File: src/rtl/affine_transform_decompose_unit_assert.svh
// ----------------------------------------------------------------------------
// Assertion macros for the affine transform decomposition unit
// Clocked on clk and disabled while rst_n is low.
// ----------------------------------------------------------------------------
`ifndef AFFINE_TRANSFORM_DECOMPOSE_UNIT_ASSERT_SVH
`define AFFINE_TRANSFORM_DECOMPOSE_UNIT_ASSERT_SVH

// Same-cycle implication
`define ATDU_ASSERT_IMPL(lbl, ante, cons, msg) \
  lbl: assert property (@(posedge clk) disable iff (!rst_n) (ante) |-> (cons)) \
    else $error(msg);

// Next-cycle implication
`define ATDU_ASSERT_NEXT(lbl, ante, cons, msg) \
  lbl: assert property (@(posedge clk) disable iff (!rst_n) (ante) |=> (cons)) \
    else $error(msg);

`endif

File: src/rtl/atd_pkg.sv
// ----------------------------------------------------------------------------
// atd_pkg
// Shared constants, types and the arctangent table of the decomposition unit.
// ----------------------------------------------------------------------------
`timescale 1ns / 1ps

package atd_pkg;

  localparam int FRAC_BITS    = 16;
  localparam int CORDIC_STEPS = 16;
  localparam int CORDIC_ITERS = (CORDIC_STEPS < 30) ? CORDIC_STEPS : 30;
  localparam int IT_W         = $clog2(CORDIC_ITERS);

  localparam int DATA_W  = 32;
  localparam int ANG_W   = 19;
  localparam int SCALE_W = 31;
  localparam int UW      = FRAC_BITS + 2;   // signed unit vector element
  localparam int QW      = FRAC_BITS + 1;   // quotient bits, at most 1.0
  localparam int DIV_CW  = $clog2(QW);
  localparam int RAD_W   = 64;
  localparam int ROOT_W  = 32;
  localparam int XW      = 34;              // CORDIC x/y in Q30
  localparam int ZW      = 36;              // CORDIC angle accumulator in Q30
  localparam int KSH     = 30 - FRAC_BITS;

  localparam logic signed [ZW-1:0] PI_Q30 = 36'sd3373259426;
  localparam logic signed [ZW-1:0] Z_RND  = ZW'(64'd1 << (KSH - 1));

  localparam int IN_TDATA_W  = 128;
  localparam int OUT_TDATA_W = 248;

  // Result status codes
  localparam logic [1:0] ST_OK       = 2'd0;
  localparam logic [1:0] ST_CORNER   = 2'd1;
  localparam logic [1:0] ST_ZERO_LEN = 2'd2;
  localparam logic [1:0] ST_MISSING  = 2'd3;

  typedef struct packed {
    logic busy;
    logic done;
  } unit_stat_t;

  // atan(2^-i) in Q30, truncated
  function automatic logic signed [ZW-1:0] atan_q30(input logic [4:0] idx);
    logic signed [ZW-1:0] v;
    case (idx)
      5'd0:  v = 36'sh03243F6A8;
      5'd1:  v = 36'sh01DAC6705;
      5'd2:  v = 36'sh00FADBAFC;
      5'd3:  v = 36'sh007F56EA6;
      5'd4:  v = 36'sh003FEAB76;
      5'd5:  v = 36'sh001FFD55B;
      5'd6:  v = 36'sh000FFFAAA;
      5'd7:  v = 36'sh0007FFF55;
      5'd8:  v = 36'sh0003FFFEA;
      5'd9:  v = 36'sh0001FFFFD;
      5'd10: v = 36'sh0000FFFFF;
      5'd11: v = 36'sh00007FFFF;
      5'd12: v = 36'sh00003FFFF;
      5'd13: v = 36'sh00001FFFF;
      5'd14: v = 36'sh00000FFFF;
      5'd15: v = 36'sh000007FFF;
      5'd16: v = 36'sh000003FFF;
      5'd17: v = 36'sh000001FFF;
      5'd18: v = 36'sh000000FFF;
      5'd19: v = 36'sh0000007FF;
      5'd20: v = 36'sh0000003FF;
      5'd21: v = 36'sh0000001FF;
      5'd22: v = 36'sh0000000FF;
      5'd23: v = 36'sh00000007F;
      5'd24: v = 36'sh00000003F;
      5'd25: v = 36'sh00000001F;
      5'd26: v = 36'sh00000000F;
      5'd27: v = 36'sh000000008;
      5'd28: v = 36'sh000000004;
      5'd29: v = 36'sh000000002;
      default: v = '0;
    endcase
    return v;
  endfunction

endpackage

File: src/rtl/atd_sqrt.sv
// ----------------------------------------------------------------------------
// atd_sqrt
// Digit-serial floor square root: two radicand bits per cycle.
// ----------------------------------------------------------------------------
`timescale 1ns / 1ps

module atd_sqrt (
  input  logic                        clk,
  input  logic                        rst_n,
  input  logic                        start,
  input  logic [atd_pkg::RAD_W-1:0]   radicand,
  output atd_pkg::unit_stat_t         stat,
  output logic [atd_pkg::ROOT_W-1:0]  root
);
  import atd_pkg::*;

  localparam int REM_W = ROOT_W + 4;
  localparam int CNT_W = $clog2(ROOT_W);

  logic [RAD_W-1:0]  rad_r;
  logic [REM_W-1:0]  rem_r;
  logic [REM_W-1:0]  rem_sh;
  logic [REM_W-1:0]  trial;
  logic [ROOT_W-1:0] root_r;
  logic [CNT_W-1:0]  cnt_r;
  logic              busy_r;
  logic              done_r;
  logic              fit;

  // Bring down the next digit pair and try the new root bit
  assign rem_sh = {rem_r[REM_W-3:0], rad_r[RAD_W-1 -: 2]};
  assign trial  = {2'b00, root_r, 2'b01};
  assign fit    = (rem_sh >= trial);

  always_ff @(posedge clk) begin
    if (!rst_n) begin
      busy_r <= 1'b0;
      done_r <= 1'b0;
    end else begin
      // Flag the cycle after the last digit
      done_r <= busy_r && !start && (cnt_r == CNT_W'(ROOT_W - 1));
      if (start) begin
        busy_r <= 1'b1;
        rad_r  <= radicand;
        rem_r  <= '0;
        root_r <= '0;
        cnt_r  <= '0;
      end else if (busy_r) begin
        rad_r  <= {rad_r[RAD_W-3:0], 2'b00};
        rem_r  <= fit ? (rem_sh - trial) : rem_sh;
        root_r <= {root_r[ROOT_W-2:0], fit};
        cnt_r  <= cnt_r + 1'b1;
        if (cnt_r == CNT_W'(ROOT_W - 1)) begin
          busy_r <= 1'b0;
        end
      end
    end
  end

  assign stat.busy = busy_r;
  assign stat.done = done_r;
  assign root      = root_r;

endmodule

File: config.mk
export PLATFORM = sky130hd
export DESIGN_NAME = atd_sqrt
export DESIGN_NICKNAME = d
export VERILOG_FILES = /design/src/rtl/affine_transform_decompose_unit_assert.svh /design/src/rtl/atd_pkg.sv /design/src/rtl/atd_sqrt.sv
export SDC_FILE = /design/constraint.sdc
export NUM_CORES = 1
export LEC_CHECK = 0
export BUFFER_PORTS_ARGS = -buffer_cell sky130_fd_sc_hd__buf_2
export CAP_MARGIN = 20
export CORE_MARGIN = 8
export CORE_UTILIZATION = 35
export DETAILED_ROUTE_END_ITERATION = 16
export GPL_TIMING_DRIVEN = 0
export PLACE_DENSITY_LB_ADDON = 0.08
export REMOVE_ABC_BUFFERS = 1
export SETUP_SLACK_MARGIN = 0.02
export SYNTH_ARGS = -nofsm -noshare
export SYNTH_HDL_FRONTEND = slang
export SYNTH_SLANG_ARGS = --single-unit
File: constraint.sdc
create_clock -name clk -period 4.55 [get_ports clk]
set_input_delay 0.2275 -clock clk [delete_from_list [all_inputs] [get_ports clk]]
set_output_delay 0.2275 -clock clk [all_outputs]
set_load 0.05 [all_outputs]
==> metrics.cfg <==
[status]
status=finished, final reports clean

[power]
clockPowerShare_pct=34.3
ir_drop_v=0.0002510
power.density_mw_per_mm2=434.8
p_comb_share_pct=25.5
power_switching_w=0.001208
p_leak_nw=3.633
swShare_pct=30.82
totalPowerFinal_w=0.003919
p_int_w=0.002711
seq_power_share_pct=40.2

[route]
first_pass_iters=4
drt-vias-per-instance=4.959
ant_nets=0
vias=5073
wl_mm=16.38
drc_errors=0
drt_iter0_markers=277
wire_per_inst_um=16.01

[die]
die_w_um=164.0
start_util_pct=35.35
dieArea_mm2=0.02690
die_h_um=164.0
pin_count=101
core-area_mm2=0.02169
rows=54

[timing]
fin_crit_sh_pct=74.16
relSlewSlack_pct=53.70
finalCriticalPeriod_ns=3.374
worst_pin_slew_ns=0.6929
hold_slack_ns=0.07710
rsz0062_at_grt=false
hold_viol=0
setup_ws_ns=1.176
clock_skew_ns=0.01304
setup_violations=0
fmax_mhz=296.4
slew_viol_final=0

[clock_network]
clkTransAtPathRegs_ns=0.06
holdBufCountCts=0
clockRootBuffer=clkbuf_16
clkSinkCount=137
cts_tree=done
htree_levels=4
post_cts_resized=0
post_cts.repair.setup_buffers=0
cts_inserted_buffers=17
clockBufferDepth=2
clock_latency_ns=0.42

[synth]
synth_compound_area_share_pct=10.98
muxShareOfSynthArea_pct=11.59
synth_top_family_by_area=multiplexers
ys_types=66
synth_simple_gate_area_share_pct=9.954
async_flop_share_pct=0
dominantRegCellSynth=edfxtp_1
yosys_warnings=0
synth-seq-area-share_pct=53.39
synthTopCellsByArea=edfxtp_1 (53%), mux2_2 (9.1%), ha_1 (5.9%)
netlist_area_mm2=0.007667
synth_edf_count=135
synth_xor_area_share_pct=3.770
yosysMostFrequentCell=edfxtp_1
synth_cells=639
syn_area_per_cell_um2=12.00
netlist_top_cells_count=edfxtp_1 (135), nor2_1 (76), mux2_2 (62), inv_1 (42), ha_1 (36)
synthAdderAreaFrac_pct=5.875
netlist.area_leader.share_pct=52.87
ys_ff_latch=137
yosysTopAreaCell=edfxtp_1

[worst_setup_path]
crit_start=root[0]$_SDFFCE_PP0P_
critPathCapture=rem_r[2]$_SDFFCE_PP0P_
arrival_ns=3.52
start_kind=register
critPathRequiredTime_ns=4.69
cpPeakStageDelay_ns=0.55
rrSetupSlack_ns=1.18
cp_top_family=simple AND/OR/NAND/NOR gates
path_max_fanout=23
path_buf_inv=2
cp.depth=12
rr_worst_depth=12
r2r_start=root[0]$_SDFFCE_PP0P_
setup.worst_path.class=reg2reg
r2r-end=rem_r[2]$_SDFFCE_PP0P_
cp_slowest_cell=nor2_4
path_cells=inv_1 -> ha_1 -> nand2b_1 -> a21oi_1 -> o2111ai_2 -> nand3_1 -> nand2_2 -> and3b_4 -> nor2_4 -> buf_12 -> mux2i_1 -> nor2_1
crit_path_end_kind=register

[cells_and_area]
syn_to_final_growth_pct=17.58
nFillCells=2092
drive_above_1_share_pct=29.25
fin_cells=1023
nets=833

[grt]
grt_start_max_net_pins=87
grt-ovfl-total=0
grt_pass1_wl_mm=27.69
antenna_found_initial=6
grt_pass1_vias=5487
track_usage_pct=12.80

[place]
hpwl_mm=11.56
dpl_worst_slack_ns=1.196
port_buffers=100
dpl.cell_count=991
globalplace.congestion=0.8199

[run]
cap_violations=0

[min_path]
hp-class=in2reg

worst min path at each step:
stage | start | endpoint | slack [ns] | cells past startpoint
after floorplan | start | busy_r$_SDFF_PN0_ | 0.38 | 2
after global placement | rst_n | done_r$_SDFF_PN0_ | 0.48 | 2
after detailed placement | rst_n | done_r$_SDFF_PN0_ | 0.49 | 2
after CTS | rst_n | done_r$_SDFF_PN0_ | 0.06 | 2
after global routing | rst_n | done_r$_SDFF_PN0_ | 0.07 | 2
final | rst_n | done_r$_SDFF_PN0_ | 0.08 | 2
stage by stage:
step | utilization [%] | area, µm² | setup TNS [ns]
4_1_cts | 41.55 | 9012 | 0
2_1_floorplan | - | 7485 | 0
5_1_grt | 41.57 | 9015 | 0
6_report | 41.57 | 9015 | 0
3_5_place_dp | 38.97 | 8452 | 0
3_3_place_gp | 38.43 | 8335 | -389.32
sequential cells by signal, indices dropped and copies added (netlist names):
signal,flops
cnt_r,5
rem_r,34
rad_r,64
busy_r,1
done_r,1
root,32
layout make-up:
class | count | area (µm²) | area share [%]
diodes | 1 | 2.502 | 0.02776
clock buffers | 17 | 425.4 | 4.719
well taps | 280 | 350.3 | 3.886
inverters | 42 | 157.7 | 1.749
flip-flops and latches | 137 | 4094 | 45.41
repair buffers | 104 | 609.3 | 6.759
clock inverters | 14 | 135.1 | 1.499
multi-input cells | 428 | 3241 | 35.95
layout by cell type, fill, tap and decap left out, types with 6 or more instances in the layout:
cell / instances
a211oi_1: 8
a21o_1: 11
a21oi_1: 32
a31oi_1: 6
and3_1: 6
buf_2: 99
clkbuf_16: 17
edfxtp_1: 135
ha_1: 36
inv_1: 42
inv_6: 6
mux2_2: 62
mux2i_1: 19
nand2_1: 17
nand2b_1: 9
nand3_1: 9
nor2_1: 76
nor2b_1: 7
o21ai_0: 18
o21ai_1: 7
xnor2_1: 22
xor2_1: 11
routing by layer:
layer / track usage, % / vias up / routed length, µm
met4: 3.595 / 10 / 172
met3: 5.489 / 23 / 1158
met5: 0 / - / 62
li1: - / 2520 / -
met2: 20.06 / 100 / 7445
met1: 15.83 / 2420 / 7536
power by group through the flow:
stage                     logic [W]  clock network, W  registers [W]
final                      0.000998           0.00135        0.00158
after global routing        0.00111           0.00143        0.00159
after CTS                   0.00101           0.00139        0.00158
after detailed placement    0.00100                 0        0.00160
after global placement     0.000978                 0        0.00162
after floorplan            0.000688                 0        0.00166
cell families (layout without fill, tap and decap cells):
family	after synthesis	count (layout)
adders and majority gates	36	36
AOI/OAI and AO/OA	121	121
DFF	137	137
other	0	1
muxes	81	81
buffers and inverters	74	177
and+or+nand+nor	157	157
xor gates and xnor gates	33	33
Power figures use the tool's default switching activity.
