[src/rtl/affine_transform_decompose_unit_assert.svh]
// ----------------------------------------------------------------------------
// Assertion macros for the affine transform decomposition unit
// Clocked on clk and disabled while rst_n is low.
// ----------------------------------------------------------------------------
`ifndef AFFINE_TRANSFORM_DECOMPOSE_UNIT_ASSERT_SVH
`define AFFINE_TRANSFORM_DECOMPOSE_UNIT_ASSERT_SVH

// Same-cycle implication
`define ATDU_ASSERT_IMPL(lbl, ante, cons, msg) \
  lbl: assert property (@(posedge clk) disable iff (!rst_n) (ante) |-> (cons)) \
    else $error(msg);

// Next-cycle implication
`define ATDU_ASSERT_NEXT(lbl, ante, cons, msg) \
  lbl: assert property (@(posedge clk) disable iff (!rst_n) (ante) |=> (cons)) \
    else $error(msg);

`endif

[src/rtl/atd_pkg.sv]
// ----------------------------------------------------------------------------
// atd_pkg
// Shared constants, types and the arctangent table of the decomposition unit.
// ----------------------------------------------------------------------------
`timescale 1ns / 1ps

package atd_pkg;

  localparam int FRAC_BITS    = 16;
  localparam int CORDIC_STEPS = 16;
  localparam int CORDIC_ITERS = (CORDIC_STEPS < 30) ? CORDIC_STEPS : 30;
  localparam int IT_W         = $clog2(CORDIC_ITERS);

  localparam int DATA_W  = 32;
  localparam int ANG_W   = 19;
  localparam int SCALE_W = 31;
  localparam int UW      = FRAC_BITS + 2;   // signed unit vector element
  localparam int QW      = FRAC_BITS + 1;   // quotient bits, at most 1.0
  localparam int DIV_CW  = $clog2(QW);
  localparam int RAD_W   = 64;
  localparam int ROOT_W  = 32;
  localparam int XW      = 34;              // CORDIC x/y in Q30
  localparam int ZW      = 36;              // CORDIC angle accumulator in Q30
  localparam int KSH     = 30 - FRAC_BITS;

  localparam logic signed [ZW-1:0] PI_Q30 = 36'sd3373259426;
  localparam logic signed [ZW-1:0] Z_RND  = ZW'(64'd1 << (KSH - 1));

  localparam int IN_TDATA_W  = 128;
  localparam int OUT_TDATA_W = 248;

  // Result status codes
  localparam logic [1:0] ST_OK       = 2'd0;
  localparam logic [1:0] ST_CORNER   = 2'd1;
  localparam logic [1:0] ST_ZERO_LEN = 2'd2;
  localparam logic [1:0] ST_MISSING  = 2'd3;

  typedef struct packed {
    logic busy;
    logic done;
  } unit_stat_t;

  // atan(2^-i) in Q30, truncated
  function automatic logic signed [ZW-1:0] atan_q30(input logic [4:0] idx);
    logic signed [ZW-1:0] v;
    case (idx)
      5'd0:  v = 36'sh03243F6A8;
      5'd1:  v = 36'sh01DAC6705;
      5'd2:  v = 36'sh00FADBAFC;
      5'd3:  v = 36'sh007F56EA6;
      5'd4:  v = 36'sh003FEAB76;
      5'd5:  v = 36'sh001FFD55B;
      5'd6:  v = 36'sh000FFFAAA;
      5'd7:  v = 36'sh0007FFF55;
      5'd8:  v = 36'sh0003FFFEA;
      5'd9:  v = 36'sh0001FFFFD;
      5'd10: v = 36'sh0000FFFFF;
      5'd11: v = 36'sh00007FFFF;
      5'd12: v = 36'sh00003FFFF;
      5'd13: v = 36'sh00001FFFF;
      5'd14: v = 36'sh00000FFFF;
      5'd15: v = 36'sh000007FFF;
      5'd16: v = 36'sh000003FFF;
      5'd17: v = 36'sh000001FFF;
      5'd18: v = 36'sh000000FFF;
      5'd19: v = 36'sh0000007FF;
      5'd20: v = 36'sh0000003FF;
      5'd21: v = 36'sh0000001FF;
      5'd22: v = 36'sh0000000FF;
      5'd23: v = 36'sh00000007F;
      5'd24: v = 36'sh00000003F;
      5'd25: v = 36'sh00000001F;
      5'd26: v = 36'sh00000000F;
      5'd27: v = 36'sh000000008;
      5'd28: v = 36'sh000000004;
      5'd29: v = 36'sh000000002;
      default: v = '0;
    endcase
    return v;
  endfunction

endpackage

[src/rtl/atd_cordic.sv]
// ----------------------------------------------------------------------------
// atd_cordic
// Vectoring CORDIC atan2, one micro-rotation per cycle, with a half-turn
// pre-rotation for negative x and a rounded result in FRAC_BITS format.
// ----------------------------------------------------------------------------
`timescale 1ns / 1ps

module atd_cordic (
  input  logic                             clk,
  input  logic                             rst_n,
  input  logic                             start,
  input  logic signed [atd_pkg::UW-1:0]    y_in,
  input  logic signed [atd_pkg::UW-1:0]    x_in,
  output atd_pkg::unit_stat_t              stat,
  output logic [atd_pkg::ANG_W-1:0]        angle
);
  import atd_pkg::*;

  typedef enum logic [1:0] {C_IDLE, C_RUN, C_FIN} cstate_t;

  cstate_t              state_r;
  logic signed [XW-1:0] x_r;
  logic signed [XW-1:0] y_r;
  logic signed [ZW-1:0] z_r;
  logic [IT_W-1:0]      it_r;
  logic                 done_r;
  logic [ANG_W-1:0]     angle_r;
  logic signed [XW-1:0] xk;
  logic signed [XW-1:0] yk;
  logic signed [XW-1:0] dx;
  logic signed [XW-1:0] dy;
  logic signed [ZW-1:0] zr;
  logic signed [ZW-1:0] zs;
  logic                 y_pos;

  // Scale inputs to Q30 and form the shifted terms
  assign xk    = XW'(x_in) <<< KSH;
  assign yk    = XW'(y_in) <<< KSH;
  assign dx    = x_r >>> it_r;
  assign dy    = y_r >>> it_r;
  assign y_pos = !y_r[XW-1] && (y_r != '0);
  assign zr    = z_r + Z_RND;
  assign zs    = zr >>> KSH;

  always_ff @(posedge clk) begin
    if (!rst_n) begin
      state_r <= C_IDLE;
      done_r  <= 1'b0;
    end else begin
      done_r <= (state_r == C_FIN);
      case (state_r)
        C_IDLE: begin
          if (start) begin
            it_r <= '0;
            if (x_in == '0 && y_in == '0) begin
              z_r     <= '0;
              state_r <= C_FIN;
            end else if (x_in[UW-1]) begin
              x_r     <= -xk;
              y_r     <= -yk;
              z_r     <= y_in[UW-1] ? -PI_Q30 : PI_Q30;
              state_r <= C_RUN;
            end else begin
              x_r     <= xk;
              y_r     <= yk;
              z_r     <= '0;
              state_r <= C_RUN;
            end
          end
        end
        C_RUN: begin
          // Rotate toward the x axis
          if (y_pos) begin
            x_r <= x_r + dy;
            y_r <= y_r - dx;
            z_r <= z_r + atan_q30(5'(it_r));
          end else begin
            x_r <= x_r - dy;
            y_r <= y_r + dx;
            z_r <= z_r - atan_q30(5'(it_r));
          end
          it_r <= it_r + 1'b1;
          if (it_r == IT_W'(CORDIC_ITERS - 1)) begin
            state_r <= C_FIN;
          end
        end
        C_FIN: begin
          angle_r <= zs[ANG_W-1:0];
          state_r <= C_IDLE;
        end
        default: state_r <= C_IDLE;
      endcase
    end
  end

  assign stat.busy = (state_r != C_IDLE);
  assign stat.done = done_r;
  assign angle     = angle_r;

endmodule

[config.mk]
export PLATFORM = sky130hd
export DESIGN_NAME = atd_cordic
export DESIGN_NICKNAME = d
export VERILOG_FILES = /design/src/rtl/affine_transform_decompose_unit_assert.svh /design/src/rtl/atd_pkg.sv /design/src/rtl/atd_cordic.sv
export SDC_FILE = /design/constraint.sdc
export NUM_CORES = 1
export LEC_CHECK = 0
export ABC_AREA = 1
export ABC_CLOCK_PERIOD_IN_PS = 6800
export BUFFER_PORTS_ARGS = -buffer_cell sky130_fd_sc_hd__buf_2
export CAP_MARGIN = 20
export CORE_AREA = 2 2 232 234
export DETAILED_ROUTE_END_ITERATION = 10
export DIE_AREA = 0 0 234 236
export GPL_TIMING_DRIVEN = 0
export PLACE_DENSITY = 0.61
export SYNTH_ARGS = -nofsm -noshare
export SYNTH_HDL_FRONTEND = slang
export SYNTH_SLANG_ARGS = --single-unit
export TNS_END_PERCENT = 30
[constraint.sdc]
create_clock -name clk -period 6.8 [get_ports clk]
set_input_delay 1.36 -clock clk [delete_from_list [all_inputs] [get_ports clk]]
set_output_delay 1.36 -clock clk [all_outputs]
set_load 0.02 [all_outputs]
==> key figures <==
Clock tree
  • Post-cts sizing count: 0
  • Hold-fix buffers, CTS: 0
  • CTS tree: yes
  • CTS sink cnt: 156
  • Clk buf depth: 2
  • # Post-CTS Setup Buffers: 0
  • Clock-pin slew on the worst setup and hold paths: 0.08 ns
  • Clock latency on the worst-skew pair: 0.52 ns
  • H-tree depth: 4
  • Root buf cell: clkbuf_16
  • Num CTS Buffers: 17

Synth
  • Synth Register Bits: 156
  • Synth area leaders: edfxtp_1 (20%), nand2_1 (15%), nand3_1 (11%)
  • Synth top cells by count: nand2_1 (714), nand3_1 (401), nor2_1 (301), inv_1 (287), a21oi_1 (200)
  • Largest area contributor in the netlist: edfxtp_1
  • EDFF count, synth: 124
  • Syn Area/Cell: 6.32 um2
  • Synth Area in Adders: 0.0805
  • Simple-Gate Fraction of Synth Area: 0.377
  • Yosys top cell area share: 0.203
  • Most frequent cell after synthesis: nand2_1
  • Syn nets: 3051
  • Cell variety after synth: 58
  • Async S/R FF share, synth: 0
  • Sequential share of the synthesized area: 0.238
  • Mapped Cells: 2896
  • Synth Area in XOR/XNOR: 0.0574
  • Post-synthesis compound-gate area fraction: 0.161
  • Multiplexer share of the synthesized area: 0
  • YS warnings: 0
  • Top_reg_cell synth: edfxtp_1
  • Largest family of logic cells by synthesized area: simple AND/OR/NAND/NOR gates
  • Synthesized area: 0.0183 mm2

Routing
  • Iter 0 DRT Violations: 2175
  • Per-cell routed wire length: 19.5 um
  • DRT antenna net count: 0
  • Vias/cell: 5.55
  • Routed WL: 72000 um
  • DRC viols: 0
  • Drt pass-1 iters: 8
  • Via count: 20.5k

Setup path
  • Critical Path Source Type: register
  • Crit path buf inv count: 3
  • Setup crit end kind: register
  • CP max FO: 16
  • WP depth: 20
  • R2r worst-path depth: 20
  • Worst path cell trace: or2_2, nor4_1, nand3_1, nor2_1, nor2_1, clkinv_1, clkbuf_1, nand2_1, xnor2_1, inv_1, ha_1, o21ai_0, o21ai_0, a21oi_1, o21ai_0, nand4_1, nand2_1, a21oi_1, o21ai_0, o31ai_1
  • CP max stage delay: 0.73 ns
  • Critical-path top delay cell: clkbuf_1
  • Worst EP arrival: 6.58 ns
  • Most Frequent Cell on Critical Path: o21ai_0
  • Delay-heaviest family, CP: compound AO/OA/AOI/OAI gates
  • WP data required: 7.03 ns
  • Crit path kind: reg2reg

Finish
  • Final Util: 0.382
  • Final #Nets: 3137
  • Fill cells: 5821
  • Ant diodes: 0
  • Area delta synth->final: 10.7%
  • Layout cells sized above 1: 0.0728

Global route
  • Busiest grt layer: met2
  • Met2 Usage GRT: 0.387
  • Initial antenna violation count: 3
  • Total grt overflow: 0
  • Met3 Usage GRT: 0.0516
  • Largest net degree at the start of global routing: 29
  • Tot GR Track Use: 0.262
  • First-pass GRT wire length: 110000 um
  • Grt met1 use: 0.368
  • Number of global-route vias before repair: 18.7k

Pwr
  • Total power: 5.71 mW
  • Static leakage: 9.18 nW
  • Peak VDD IR: 0.161 mV
  • Cell Pwr Density: 281 mW/mm2

Outcome
  • Status: finished, final reports clean

Floorplan
  • Row count: 85
  • Io pins: 60
  • Die Span Y: 236 um
  • Starting Density: 0.345
  • Die ar.: 0.0552 mm2
  • CORE AREA: 0.0531 mm2
  • Die W: 234 um

STA
  • Fin crit share: 0.933
  • RSZ-0062 raised after global routing: no
  • Final WS setup: 0.454 ns
  • Final setup violation count: 0
  • Clock skew: 0.0217 ns
  • Post-route setup TNS: 0 ns
  • Final Hold Vio Count: 0
  • FMAX: 0.158 GHz
  • Slew margin rel.: 0.258
  • Final min period: 6.35 ns
  • Worst-Margin Slew: 1.11 ns
  • Max Slew Vio Count: 0

Placed design
  • Final Wtd Congestion: 1.08
  • Post-DP HPWL: 58500 um
  • Dpl ws: 0.369 ns
  • I/O Buffers: 59

Worst hold path
  • Cell count of the worst hold path: 2
  • Worst hold path class: reg2reg

Job
  • Max-Cap Viols: 0
-- worst reg2reg max path, cell delays in order (launching register included) --
cell and delay, ns:
edfxtp_1 0.55, or2_2 0.35, nor4_1 0.40, nand3_1 0.28
nor2_1 0.17, nor2_1 0.10, clkinv_1 0.46, clkbuf_1 0.74
nand2_1 0.17, xnor2_1 0.20, inv_1 0.06, ha_1 0.32
o21ai_0 0.14, o21ai_0 0.68, a21oi_1 0.33, o21ai_0 0.39
nand4_1 0.21, nand2_1 0.20, a21oi_1 0.08, o21ai_0 0.15
o31ai_1 0.11
-- layer usage --
metal	up-vias	share of wire
met3	134	0.084
met2	846	0.42
met5	-	0.00054
met1	9499	0.45
li1	9992	-
met4	6	0.045
-- logic make-up after synthesis --
family / count (synthesis)
AND/OR/NAND/NOR: 1585
AO/OA/AOI/OAI: 525
buffers and inverters: 394
flip-flops: 156
XOR/XNOR: 120
adder cells (fa/ha/maj): 116
-- final timing paths --
path / from / to / slack (ns)
max: y_r[16]$_DFFE_PP_ / x_r[28]$_DFFE_PP_ / 0.45
min: state_r[1]$_SDFFE_PN0P_ / done_r$_SDFF_PN0_ / 0.60
max reg2reg: y_r[16]$_DFFE_PP_ / x_r[28]$_DFFE_PP_ / 0.45
min reg2reg: state_r[1]$_SDFFE_PN0P_ / done_r$_SDFF_PN0_ / 0.60
-- placed cells by master, fill, tap and decap left out, drive strengths merged, types with 15 or more instances in the layout --
cell and instances:
o21ai 214, nor2 314, dfxtp 32, buf 117
nor4 24, inv 303, o21bai 21, a21o 15
ha 113, nand4 25, a21oi 201, xor2 75
edfxtp 124, a31oi 21, nand2 736, xnor2 45
nor3 51, nand3 407, clkbuf 64
-- area by class of cell --
class | count | area (um2) | share of cell area
Sequential cell | 156 | 4360 | 0.215
Inverter | 297 | 1110 | 0.0550
Clock buffer | 18 | 429 | 0.0212
Clock inverter | 14 | 203 | 0.0100
Tap cell | 696 | 871 | 0.0429
Timing Repair Buffer | 68 | 444 | 0.0219
Buffer | 96 | 465 | 0.0230
Multi-Input combinational cell | 2346 | 12400 | 0.611
-- report_power, final --
part	internal, mW	switching (mW)	total [mW]
registers	1.20	0.144	1.34
clock network	0.592	0.505	1.10
logic	1.04	2.23	3.26
total	2.83	2.88	5.71
-- through the flow --
step,hold WS (ns),area (um2),cells
5_1_grt,0.632,20300,3691
3_3_place_gp,0.573,19500,3651
3_5_place_dp,0.602,19600,3659
2_1_floorplan,0.469,18300,2896
6_report,0.599,20300,3691
4_1_cts,0.615,20300,3691
Power figures use the tool's default switching activity.
