===== config.mk =====
export PLATFORM = sky130hd
export DESIGN_NAME = atd_div
export DESIGN_NICKNAME = d
export VERILOG_FILES = /design/src/rtl/affine_transform_decompose_unit_assert.svh /design/src/rtl/atd_pkg.sv /design/src/rtl/atd_div.sv
export SDC_FILE = /design/constraint.sdc
export NUM_CORES = 1
export LEC_CHECK = 0
export ABC_CLOCK_PERIOD_IN_PS = 7200
export BUFFER_PORTS_ARGS = -buffer_cell sky130_fd_sc_hd__buf_2
export CAP_MARGIN = 25
export CORE_AREA = 2 2 122 124
export CTS_CLUSTER_SIZE = 8
export DETAILED_ROUTE_END_ITERATION = 8
export DIE_AREA = 0 0 124 126
export GPL_ROUTABILITY_DRIVEN = 0
export GPL_TIMING_DRIVEN = 0
export SLEW_MARGIN = 5
export SYNTH_ARGS = -nofsm -noshare
export SYNTH_HDL_FRONTEND = slang
export SYNTH_SLANG_ARGS = --single-unit

===== constraint.sdc =====
create_clock -name clk -period 7.2 [get_ports clk]
set_input_delay 1.44 -clock clk [delete_from_list [all_inputs] [get_ports clk]]
set_output_delay 1.44 -clock clk [all_outputs]
set_load 0.01 [all_outputs]

===== src/rtl/affine_transform_decompose_unit_assert.svh =====
// ----------------------------------------------------------------------------
// Assertion macros for the affine transform decomposition unit
// Clocked on clk and disabled while rst_n is low.
// ----------------------------------------------------------------------------
`ifndef AFFINE_TRANSFORM_DECOMPOSE_UNIT_ASSERT_SVH
`define AFFINE_TRANSFORM_DECOMPOSE_UNIT_ASSERT_SVH

// Same-cycle implication
`define ATDU_ASSERT_IMPL(lbl, ante, cons, msg) \
  lbl: assert property (@(posedge clk) disable iff (!rst_n) (ante) |-> (cons)) \
    else $error(msg);

// Next-cycle implication
`define ATDU_ASSERT_NEXT(lbl, ante, cons, msg) \
  lbl: assert property (@(posedge clk) disable iff (!rst_n) (ante) |=> (cons)) \
    else $error(msg);

`endif


===== src/rtl/atd_pkg.sv =====
// ----------------------------------------------------------------------------
// atd_pkg
// Shared constants, types and the arctangent table of the decomposition unit.
// ----------------------------------------------------------------------------
`timescale 1ns / 1ps

package atd_pkg;

  localparam int FRAC_BITS    = 16;
  localparam int CORDIC_STEPS = 16;
  localparam int CORDIC_ITERS = (CORDIC_STEPS < 30) ? CORDIC_STEPS : 30;
  localparam int IT_W         = $clog2(CORDIC_ITERS);

  localparam int DATA_W  = 32;
  localparam int ANG_W   = 19;
  localparam int SCALE_W = 31;
  localparam int UW      = FRAC_BITS + 2;   // signed unit vector element
  localparam int QW      = FRAC_BITS + 1;   // quotient bits, at most 1.0
  localparam int DIV_CW  = $clog2(QW);
  localparam int RAD_W   = 64;
  localparam int ROOT_W  = 32;
  localparam int XW      = 34;              // CORDIC x/y in Q30
  localparam int ZW      = 36;              // CORDIC angle accumulator in Q30
  localparam int KSH     = 30 - FRAC_BITS;

  localparam logic signed [ZW-1:0] PI_Q30 = 36'sd3373259426;
  localparam logic signed [ZW-1:0] Z_RND  = ZW'(64'd1 << (KSH - 1));

  localparam int IN_TDATA_W  = 128;
  localparam int OUT_TDATA_W = 248;

  // Result status codes
  localparam logic [1:0] ST_OK       = 2'd0;
  localparam logic [1:0] ST_CORNER   = 2'd1;
  localparam logic [1:0] ST_ZERO_LEN = 2'd2;
  localparam logic [1:0] ST_MISSING  = 2'd3;

  typedef struct packed {
    logic busy;
    logic done;
  } unit_stat_t;

  // atan(2^-i) in Q30, truncated
  function automatic logic signed [ZW-1:0] atan_q30(input logic [4:0] idx);
    logic signed [ZW-1:0] v;
    case (idx)
      5'd0:  v = 36'sh03243F6A8;
      5'd1:  v = 36'sh01DAC6705;
      5'd2:  v = 36'sh00FADBAFC;
      5'd3:  v = 36'sh007F56EA6;
      5'd4:  v = 36'sh003FEAB76;
      5'd5:  v = 36'sh001FFD55B;
      5'd6:  v = 36'sh000FFFAAA;
      5'd7:  v = 36'sh0007FFF55;
      5'd8:  v = 36'sh0003FFFEA;
      5'd9:  v = 36'sh0001FFFFD;
      5'd10: v = 36'sh0000FFFFF;
      5'd11: v = 36'sh00007FFFF;
      5'd12: v = 36'sh00003FFFF;
      5'd13: v = 36'sh00001FFFF;
      5'd14: v = 36'sh00000FFFF;
      5'd15: v = 36'sh000007FFF;
      5'd16: v = 36'sh000003FFF;
      5'd17: v = 36'sh000001FFF;
      5'd18: v = 36'sh000000FFF;
      5'd19: v = 36'sh0000007FF;
      5'd20: v = 36'sh0000003FF;
      5'd21: v = 36'sh0000001FF;
      5'd22: v = 36'sh0000000FF;
      5'd23: v = 36'sh00000007F;
      5'd24: v = 36'sh00000003F;
      5'd25: v = 36'sh00000001F;
      5'd26: v = 36'sh00000000F;
      5'd27: v = 36'sh000000008;
      5'd28: v = 36'sh000000004;
      5'd29: v = 36'sh000000002;
      default: v = '0;
    endcase
    return v;
  endfunction

endpackage


===== src/rtl/atd_div.sv =====
// ----------------------------------------------------------------------------
// atd_div
// Bit-serial restoring divider for a magnitude no larger than its divisor:
// one quotient bit per cycle, FRAC_BITS+1 bits.
// ----------------------------------------------------------------------------
`timescale 1ns / 1ps

module atd_div (
  input  logic                        clk,
  input  logic                        rst_n,
  input  logic                        start,
  input  logic [atd_pkg::DATA_W-1:0]  num,
  input  logic [atd_pkg::DATA_W-1:0]  den,
  output atd_pkg::unit_stat_t         stat,
  output logic [atd_pkg::QW-1:0]      quo
);
  import atd_pkg::*;

  logic [DATA_W:0]   rem_r;
  logic [DATA_W-1:0] den_r;
  logic [DATA_W-1:0] rem_sub;
  logic [QW-1:0]     q_r;
  logic [DIV_CW-1:0] cnt_r;
  logic              busy_r;
  logic              done_r;
  logic              ge;

  // Trial subtract of the divisor
  assign ge      = (rem_r >= {1'b0, den_r});
  assign rem_sub = ge ? DATA_W'(rem_r - {1'b0, den_r}) : rem_r[DATA_W-1:0];

  always_ff @(posedge clk) begin
    if (!rst_n) begin
      busy_r <= 1'b0;
      done_r <= 1'b0;
    end else begin
      // Flag the cycle after the last quotient bit
      done_r <= busy_r && !start && (cnt_r == DIV_CW'(QW - 1));
      if (start) begin
        busy_r <= 1'b1;
        rem_r  <= {1'b0, num};
        den_r  <= den;
        q_r    <= '0;
        cnt_r  <= '0;
      end else if (busy_r) begin
        rem_r <= {rem_sub, 1'b0};
        q_r   <= {q_r[QW-2:0], ge};
        cnt_r <= cnt_r + 1'b1;
        if (cnt_r == DIV_CW'(QW - 1)) begin
          busy_r <= 1'b0;
        end
      end
    end
  end

  assign stat.busy = busy_r;
  assign stat.done = done_r;
  assign quo       = q_r;

endmodule


==> out/metrics.yaml, run 1 <==
setup_path:
  worst-path-max-fanout: 5
  end_kind: "register"
  crit_start: "rem_r[0]"
  crit_arrival_ns: 4.13
  crit_path_cell_trace: "inv_1 > ha_1 > inv_1 > fa_1 > a21o_1 > a221oi_1 > o211ai_1 > a221oi_1 > a221oi_1 > nand4_1 > mux2_2 > a221oi_1"
  path_class: "register to register"
  crit_slowest_cell: "a221oi_1"
  required_ns: 7.38
  r2r_slack_ns: 3.25
  crit_top_cell: "a221oi_1"
  crit_path_max_incr_delay_ns: 0.62
  timing.rr.start: "rem_r[0]"
  critPathLaunchType: "register"
layout:
  fin_nets: 726
  area_delta_synth_final_pct: 17.24
  nFillCells: 1394
  antenna_cells: 0
  drive_gt1_frac: 0.2337
global_route:
  grt_overflow: 0
  gr-usage-all-layers: 0.1853
  grt_max_degree: 56
  grt_pass1_vias: 4372
  grt_pass1_wl_um: 22200
  antenna_found_initial: 0
synthesis:
  synth-simple-area-share: 0.1427
  synthAdderAreaFrac: 0.07890
  synth_top_family_by_area: "compound AO/OA/AOI/OAI gates"
  yosysWarnings: 0
  yosysSeqAreaShare: 0.4699
  syn_area_per_cell_sq_um: 10.69
  syn-cell-area_sq_um: 5645
  yosysTopAreaCellShare: 0.4628
  synthTopCellsByArea: "edfxtp_1 46%, ha_1 7.5%, mux2_2 3.8%"
  ys.flop_type: "edfxtp_1"
  ys_top_cells_by_count: "87 x edfxtp_1, 46 x inv_1, 40 x a21oi_1"
  synth.most_common_cell: "edfxtp_1"
  ys_async_sr_fraction: 0
  synthXorXnorAreaFrac: 0.03723
  synth_fp_nets: 630
  synth-edff-count: 87
  syn-instance-count: 528
  synth_mux_area_frac: 0.06715
  ys_types: 63
  synth_top_cell_by_area: "edfxtp_1"
  synth-compound-area-share: 0.1523
  synth-seq-cells: 89
pwr:
  switching_share: 0.3215
  p_switching_uw: 512.8
  combPwrFrac: 0.290
  vdd_drop_max_mv: 0.1148
  power.internal_mw: 1.082
  cellLeakagePower_nw: 2.742
  power.density_nw_per_um2: 241.0
  p_clk_frac: 0.306
  seqPwrFrac: 0.404
routing:
  drtAntennaViolNets: 0
  drt-vias-per-instance: 5.338
  vias: 4340
  drt_first_pass_iters: 5
  drc: 0
  wl_per_cell_um: 16.89
  drt-initial-drc-count: 332
  drt_wl_total_um: 13730
floorplanning:
  coreArea_sq_um: 14310
  die_x_um: 124
  die_y_um: 126
  die_area_sq_um: 15620
  io_pins: 86
  start_util: 0.3944
  rows: 44
place:
  place_hpwl_um: 9962
  preCtsSetupSlack_ns: 2.998
  port_buffers: 85
job:
  drv_cap: 0
hold_path:
  worstHoldStart: "busy_r"
  hold_path.class: "register to register"
clock_network:
  postCtsHoldBufs: 0
  clkTransAtPathRegs_ns: 0.08
  htree_levels: 3
  root_buffer: "clkbuf_16"
  cts-resized-gates: 0
  insertion_delay_ns: 0.36
  clock-sinks: 89
  post_cts_buffers: 0
  cts_buffers: 9
  clockBufferDepth: 2
  cts_tree: "built"
timing:
  rsz0062_at_grt: "false"
  clock_skew_ns: 0.008390
  max_freq_mhz: 253.4
  final_hold_viol_count: 0
  finalCritPeriodShare: 0.5480
  final-setup-viol-count: 0
  drv_slew: 0
  finalSetupTns_ns: 0
  worstMarginPinSlew_ns: 0.8474
  period_minus_slack_ns: 3.946
  maxSlewHeadroom: 0.4350
  finalWorstSetupSlack_ns: 3.254
run_status:
  status: "complete, no violations"
==> critical path: cells and delay by family, from the launching register on <==
family	cells	cell delay [ns]
adder cells (fa/ha/maj)	2	0.61
buffers and inverters	2	0.14
AND/OR/NAND/NOR	1	0.17
multiplexers	1	0.34
flip-flops	1	0.39
AO/OA/AOI/OAI	6	2.12
==> logic make-up after synthesis <==
kind of cell | after synthesis
buffers and inverters | 68
XOR/XNOR | 24
multiplexers | 31
AO/OA/AOI/OAI | 130
AND/OR/NAND/NOR | 151
flip-flops | 89
adder cells (fa/ha/maj) | 35
==> state kept, by name, indices dropped and copies added, names as in the netlist <==
signal and count:
busy_r 1, cnt_r 5, done_r 1, den_r 32, rem_r 33, quo 17
==> layout make-up <==
type	instances	area (sq um)	area share
flip-flops and latches	89	2653	0.4008
plain buffers	22	120.1	0.01815
multi-input cells	371	2709	0.4093
clock buffers	9	225.2	0.03403
inverters	46	172.7	0.02609
well taps	184	230.2	0.03478
repair buffers	85	425.4	0.06427
clock inverters	7	83.83	0.01267
==> per-stage QoR <==
step / power [mW] / instances / util / area (sq um) / hold slack, ns
2_1_floorplan: 0.9972 / 528 / - / 5645 / 0.4413
3_3_place_gp: 1.105 / 797 / 0.4402 / 6301 / 0.4619
3_5_place_dp: 1.114 / 797 / 0.4408 / 6310 / 0.4747
4_1_cts: 1.608 / 813 / 0.4624 / 6619 / 0.4861
5_1_grt: 1.682 / 813 / 0.4624 / 6619 / 0.5078
6_report: 1.595 / 813 / 0.4624 / 6619 / 0.4878
==> worst paths after layout <==
path / depth (start not counted) / end
worst max-delay path: 12 / rem_r[29]
worst min-delay path: 2 / done_r
worst max register to register: 12 / rem_r[29]
worst min register to register: 2 / done_r
==> cell usage in the layout, fill, tap and decap left out, types with 19 or more instances in the layout <==
cell | netlist | final
a21oi_1 | 40 | 40
mux2_2 | 19 | 19
edfxtp_1 | 87 | 87
inv_1 | 46 | 46
buf_2 | 5 | 90
ha_1 | 34 | 34
nor2_1 | 31 | 31
o21ai_0 | 29 | 29
nor2b_1 | 27 | 27
nand2_1 | 31 | 31
==> metal layers <==
| metal | up-vias | share of wire | track usage |
|---|---|---|---|
| li1 | 2137 | - | - |
| met2 | 110 | 0.47 | 0.2854 |
| met4 | 0 | 0.017 | 0.06808 |
| met3 | 16 | 0.047 | 0.03306 |
| met5 | - | 0 | 0 |
| met1 | 2077 | 0.47 | 0.2606 |
==> power groups by stage <==
stage	sequential [mW]	clock [mW]	combinational [mW]
3_3_place_gp	0.655	0	0.451
2_1_floorplan	0.653	0	0.344
5_1_grt	0.649	0.519	0.514
4_1_cts	0.644	0.501	0.463
6_report	0.644	0.488	0.463
3_5_place_dp	0.655	0	0.458
No activity file was read; power rests on OpenSTA's default activity.
==> run 2: changes to the inputs <==
Settings changed: ABC_AREA set to 1, ABC_CLOCK_PERIOD_IN_PS 7200 to 3500, CORE_AREA 2 2 122 124 to 2 2 132 134, DIE_AREA 0 0 124 126 to 0 0 134 136.
Clock period 7.2 ns to 3.5 ns, I/O delays scaled along.
==> out/metrics.yaml, run 2 <==
run_status:
  status: "complete, no violations"  # unchanged
layout:
  largest_register_ffs: 33  # unchanged
  final_cells: 1225  # was 813
  layout.cells.most_common: "nand2_1"  # was buf_2
  seq_area_sq_um: 2653  # unchanged
  regMostFlops: "rem_r"  # unchanged
  nFillCells: 1741  # was 1,394
  antenna_cells: 0  # unchanged
  fin_nets: 1097  # was 726
  area_delta_synth_final_pct: 16.10  # was 17.24%
  final_area_sq_um: 7614  # was 6619 sq um
  drive_gt1_frac: 0.1600  # was 0.2337
  layout_common_cells: "326 x nand2_1, 167 x inv_1, 89 x buf_2, 87 x edfxtp_1, 70 x nand3_1"  # was 90 x buf_2, 87 x edfxtp_1, 46 x inv_1, 40 x a21oi_1, 34 x ha_1
  multiInputGateArea_sq_um: 3083  # was 2709 sq um
clock_network:
  cts_tree: "built"  # unchanged
  clockBufferDepth: 2  # unchanged
  cts-resized-gates: 0  # unchanged
  clock-sinks: 89  # unchanged
  htree_levels: 3  # unchanged
  cts_buffers: 9  # unchanged
  postCtsHoldBufs: 0  # unchanged
  root_buffer: "clkbuf_16"  # unchanged
  insertion_delay_ns: 0.36  # about the same
  post_cts_buffers: 0  # unchanged
  clkTransAtPathRegs_ns: 0.06  # was 0.08 ns
routing:
  drc: 0  # unchanged
  drt-initial-drc-count: 308  # was 332
  drt_wl_total_um: 17380  # was 13,730 um
  drtAntennaViolNets: 0  # unchanged
  vias: 5688  # was 4,340
  wl_per_cell_um: 14.19  # was 16.89 um
  drt-vias-per-instance: 4.643  # was 5.338
  drt_first_pass_iters: 5  # unchanged
timing:
  clock_skew_ns: 0.01437  # was 0.008390 ns
  drv_slew: 0  # unchanged
  max_freq_mhz: 390.0  # was 253.4 MHz
  final_hold_viol_count: 0  # unchanged
  maxSlewHeadroom: 0.4195  # was 0.4350
  worstMarginPinSlew_ns: 0.8708  # was 0.8474 ns
  period_minus_slack_ns: 2.564  # was 3.946 ns
  final-setup-viol-count: 0  # unchanged
  rsz0062_at_grt: "false"  # unchanged
  finalCritPeriodShare: 0.7325  # was 0.5480
synthesis:
  synth-simple-area-share: 0.3572  # was 0.1427
  ys_types: 35  # was 63
  synth-seq-cells: 89  # unchanged
  synth-edff-count: 87  # unchanged
  synthAdderAreaFrac: 0.06793  # was 0.07890
  synth.most_common_cell: "nand2_1"  # was edfxtp_1
  yosysSeqAreaShare: 0.4045  # was 0.4699
  ys_top_cells_by_count: "327 x nand2_1, 168 x inv_1, 87 x edfxtp_1"  # was 87 x edfxtp_1, 46 x inv_1, 40 x a21oi_1
  syn-cell-area_sq_um: 6558  # was 5645 sq um
  synth_top_cell_by_area: "edfxtp_1"  # unchanged
  synthXorXnorAreaFrac: 0.02137  # was 0.03723
  synthTopCellsByArea: "edfxtp_1 40%, nand2_1 19%, inv_1 9.6%"  # was edfxtp_1 46%, ha_1 7.5%, mux2_2 3.8%
  synth-compound-area-share: 0.02328  # was 0.1523
  synth_mux_area_frac: 0  # was 0.06715
  synth_top_family_by_area: "simple AND/OR/NAND/NOR gates"  # was compound AO/OA/AOI/OAI gates
  ys_async_sr_fraction: 0  # unchanged
  syn_area_per_cell_sq_um: 7.294  # was 10.69 sq um
  ys.flop_type: "edfxtp_1"  # unchanged
  yosysWarnings: 0  # unchanged
  yosysTopAreaCellShare: 0.3984  # was 0.4628
  syn-instance-count: 899  # was 528
  synth_fp_nets: 1001  # was 630
setup_path:
  path_class: "register to register"  # unchanged
  r2r_slack_ns: 0.94  # was 3.25 ns
  end_kind: "register"  # unchanged
  reg2regPathDepth: 14  # was 12
  cp.buffers_inverters: 2  # unchanged
  required_ns: 3.62  # was 7.38 ns
  worst-path-max-fanout: 4  # was 5
  critPathLaunchType: "register"  # unchanged
  crit_path_max_incr_delay_ns: 0.43  # was 0.62 ns
  timing.rr.start: "rem_r[0]"  # unchanged
  cp_top_family: "simple AND/OR/NAND/NOR gates"  # was compound AO/OA/AOI/OAI gates
  reg2reg_to: "rem_r[27]"  # was rem_r[29]
  crit_arrival_ns: 2.68  # was 4.13 ns
  crit_top_cell: "nand2_1"  # was a221oi_1
  crit_slowest_cell: "edfxtp_1"  # was a221oi_1
  crit_path_cell_trace: "inv_1 > ha_1 > inv_1 > fa_1 > nand3_1 > nand3_1 > nand2_1 > nand2_1 > nand2_1 > nand3_1 > nand2_1 > nand3_1 > nand2_1 > nand2_1"  # was inv_1 > ha_1 > inv_1 > fa_1 > a21o_1 > a221oi_1 > o211ai_1 > a221oi_1 > a221oi_1 > nand4_1 > mux2_2 > a221oi_1
pwr:
  finalPower_mw: 3.717  # was 1.595 mW
  vdd_drop_max_mv: 0.2287  # was 0.1148 mV
  cellLeakagePower_nw: 3.985  # was 2.742 nW
  power.density_nw_per_um2: 488.2  # was 241.0 nW/um^2
floorplanning:
  die_y_um: 136  # was 126 um
  coreArea_sq_um: 16880  # was 14,310 sq um
  io_pins: 86  # unchanged
  die_x_um: 134  # was 124 um
  start_util: 0.3886  # was 0.3944
  die_area_sq_um: 18220  # was 15,620 sq um
  rows: 48  # was 44
global_route:
  grt_pass1_vias: 5748  # was 4,372
  grt_pass1_wl_um: 28680  # was 22,200 um
  gr-usage-all-layers: 0.2041  # was 0.1853
  grt_max_degree: 33  # was 56
  antenna_found_initial: 0  # unchanged
  grt_overflow: 0  # unchanged
hold_path:
  hold_path.class: "register to register"  # unchanged
  worstHoldStart: "busy_r"  # unchanged
  hold_path_end: "done_r"  # unchanged
  holdPathStages: 2  # unchanged
job:
  drv_cap: 0  # unchanged
place:
  placed_cell_area_sq_um: 7282  # was 6310 sq um
  port_buffers: 84  # was 85
  dpl.cell_count: 1209  # was 797
  place_hpwl_um: 13610  # was 9962 um
-- run 2: changes by cell type after synthesis, moves of 26 or more --
cell,previous run,this run
nand3b_1,0,26
nor2b_1,27,0
nand2_1,31,327
o21ai_0,29,2
inv_1,46,168
nand3_1,10,70
nor2_1,31,61
-- run 2: metrics by stage --
step / setup slack (ns) / hold WS, ns / util / TNS [ns]
after floorplan: 0.8230 / 0.4519 / - / 0
after global placement: -0.3471 / 0.4764 / 0.4302 / -18.80
after detailed placement: 0.5773 / 0.4952 / 0.4315 / 0
after CTS: 0.9764 / 0.5001 / 0.4511 / 0
final: 0.9362 / 0.5044 / 0.4511 / 0
after global routing: 0.7335 / 0.4987 / 0.4511 / 0
-- run 2: logic make-up (layout without fill, tap and decap cells) --
kind of cell               Yosys count  in the layout
xor gates and xnor gates            16             16
adders and majority gates           35             35
AOI/OAI and AO/OA                   27             27
buffers and inverters              203            304
DFF                                 89             89
and+or+nand+nor                    529            529
-- run 2: per-layer routing --
metal  global-route usage  vias up  part of all wire
met5                    0        -                 0
li1                     -     2988                 -
met1               0.2638     2533              0.46
met2               0.3385      139              0.45
met3              0.04064       28             0.059
met4              0.07742        0             0.026
-- run 2: worst max path at each step --
stage | from | to | depth (start not counted)
floorplan | start | cnt_r[0] | 3
global placement | start | rem_r[5] | 3
detailed placement | start | rem_r[5] | 4
CTS | start | rem_r[13] | 4
global route | rem_r[0] | rem_r[27] | 14
finish | rem_r[0] | rem_r[27] | 14
-- run 2: power breakdown --
part | total [mW] | switching [mW] | internal (mW) | leakage, nW
Clock | 1.09 | 0.434 | 0.653 | 0.162
Combinational | 1.28 | 0.816 | 0.459 | 2.97
Sequential | 1.36 | 0.0479 | 1.31 | 0.856
Total | 3.72 | 1.30 | 2.42 | 3.98
-- run 2: cell type report --
class	instances	share of cell area
clock inverters	5	0.01167
flip-flops and latches	89	0.3484
inverters	183	0.09022
well taps	225	0.03698
clock buffers	11	0.03188
repair buffers	85	0.05785
multi-input cells	607	0.4049
plain buffers	20	0.01808
-- run 2: worst reg2reg max path, delay by kind of cell, from the launching register on --
family | cells | cell delay, ns
adders and majority gates | 2 | 0.58
buffers and inverters | 2 | 0.19
DFF | 1 | 0.43
and+or+nand+nor | 10 | 1.15
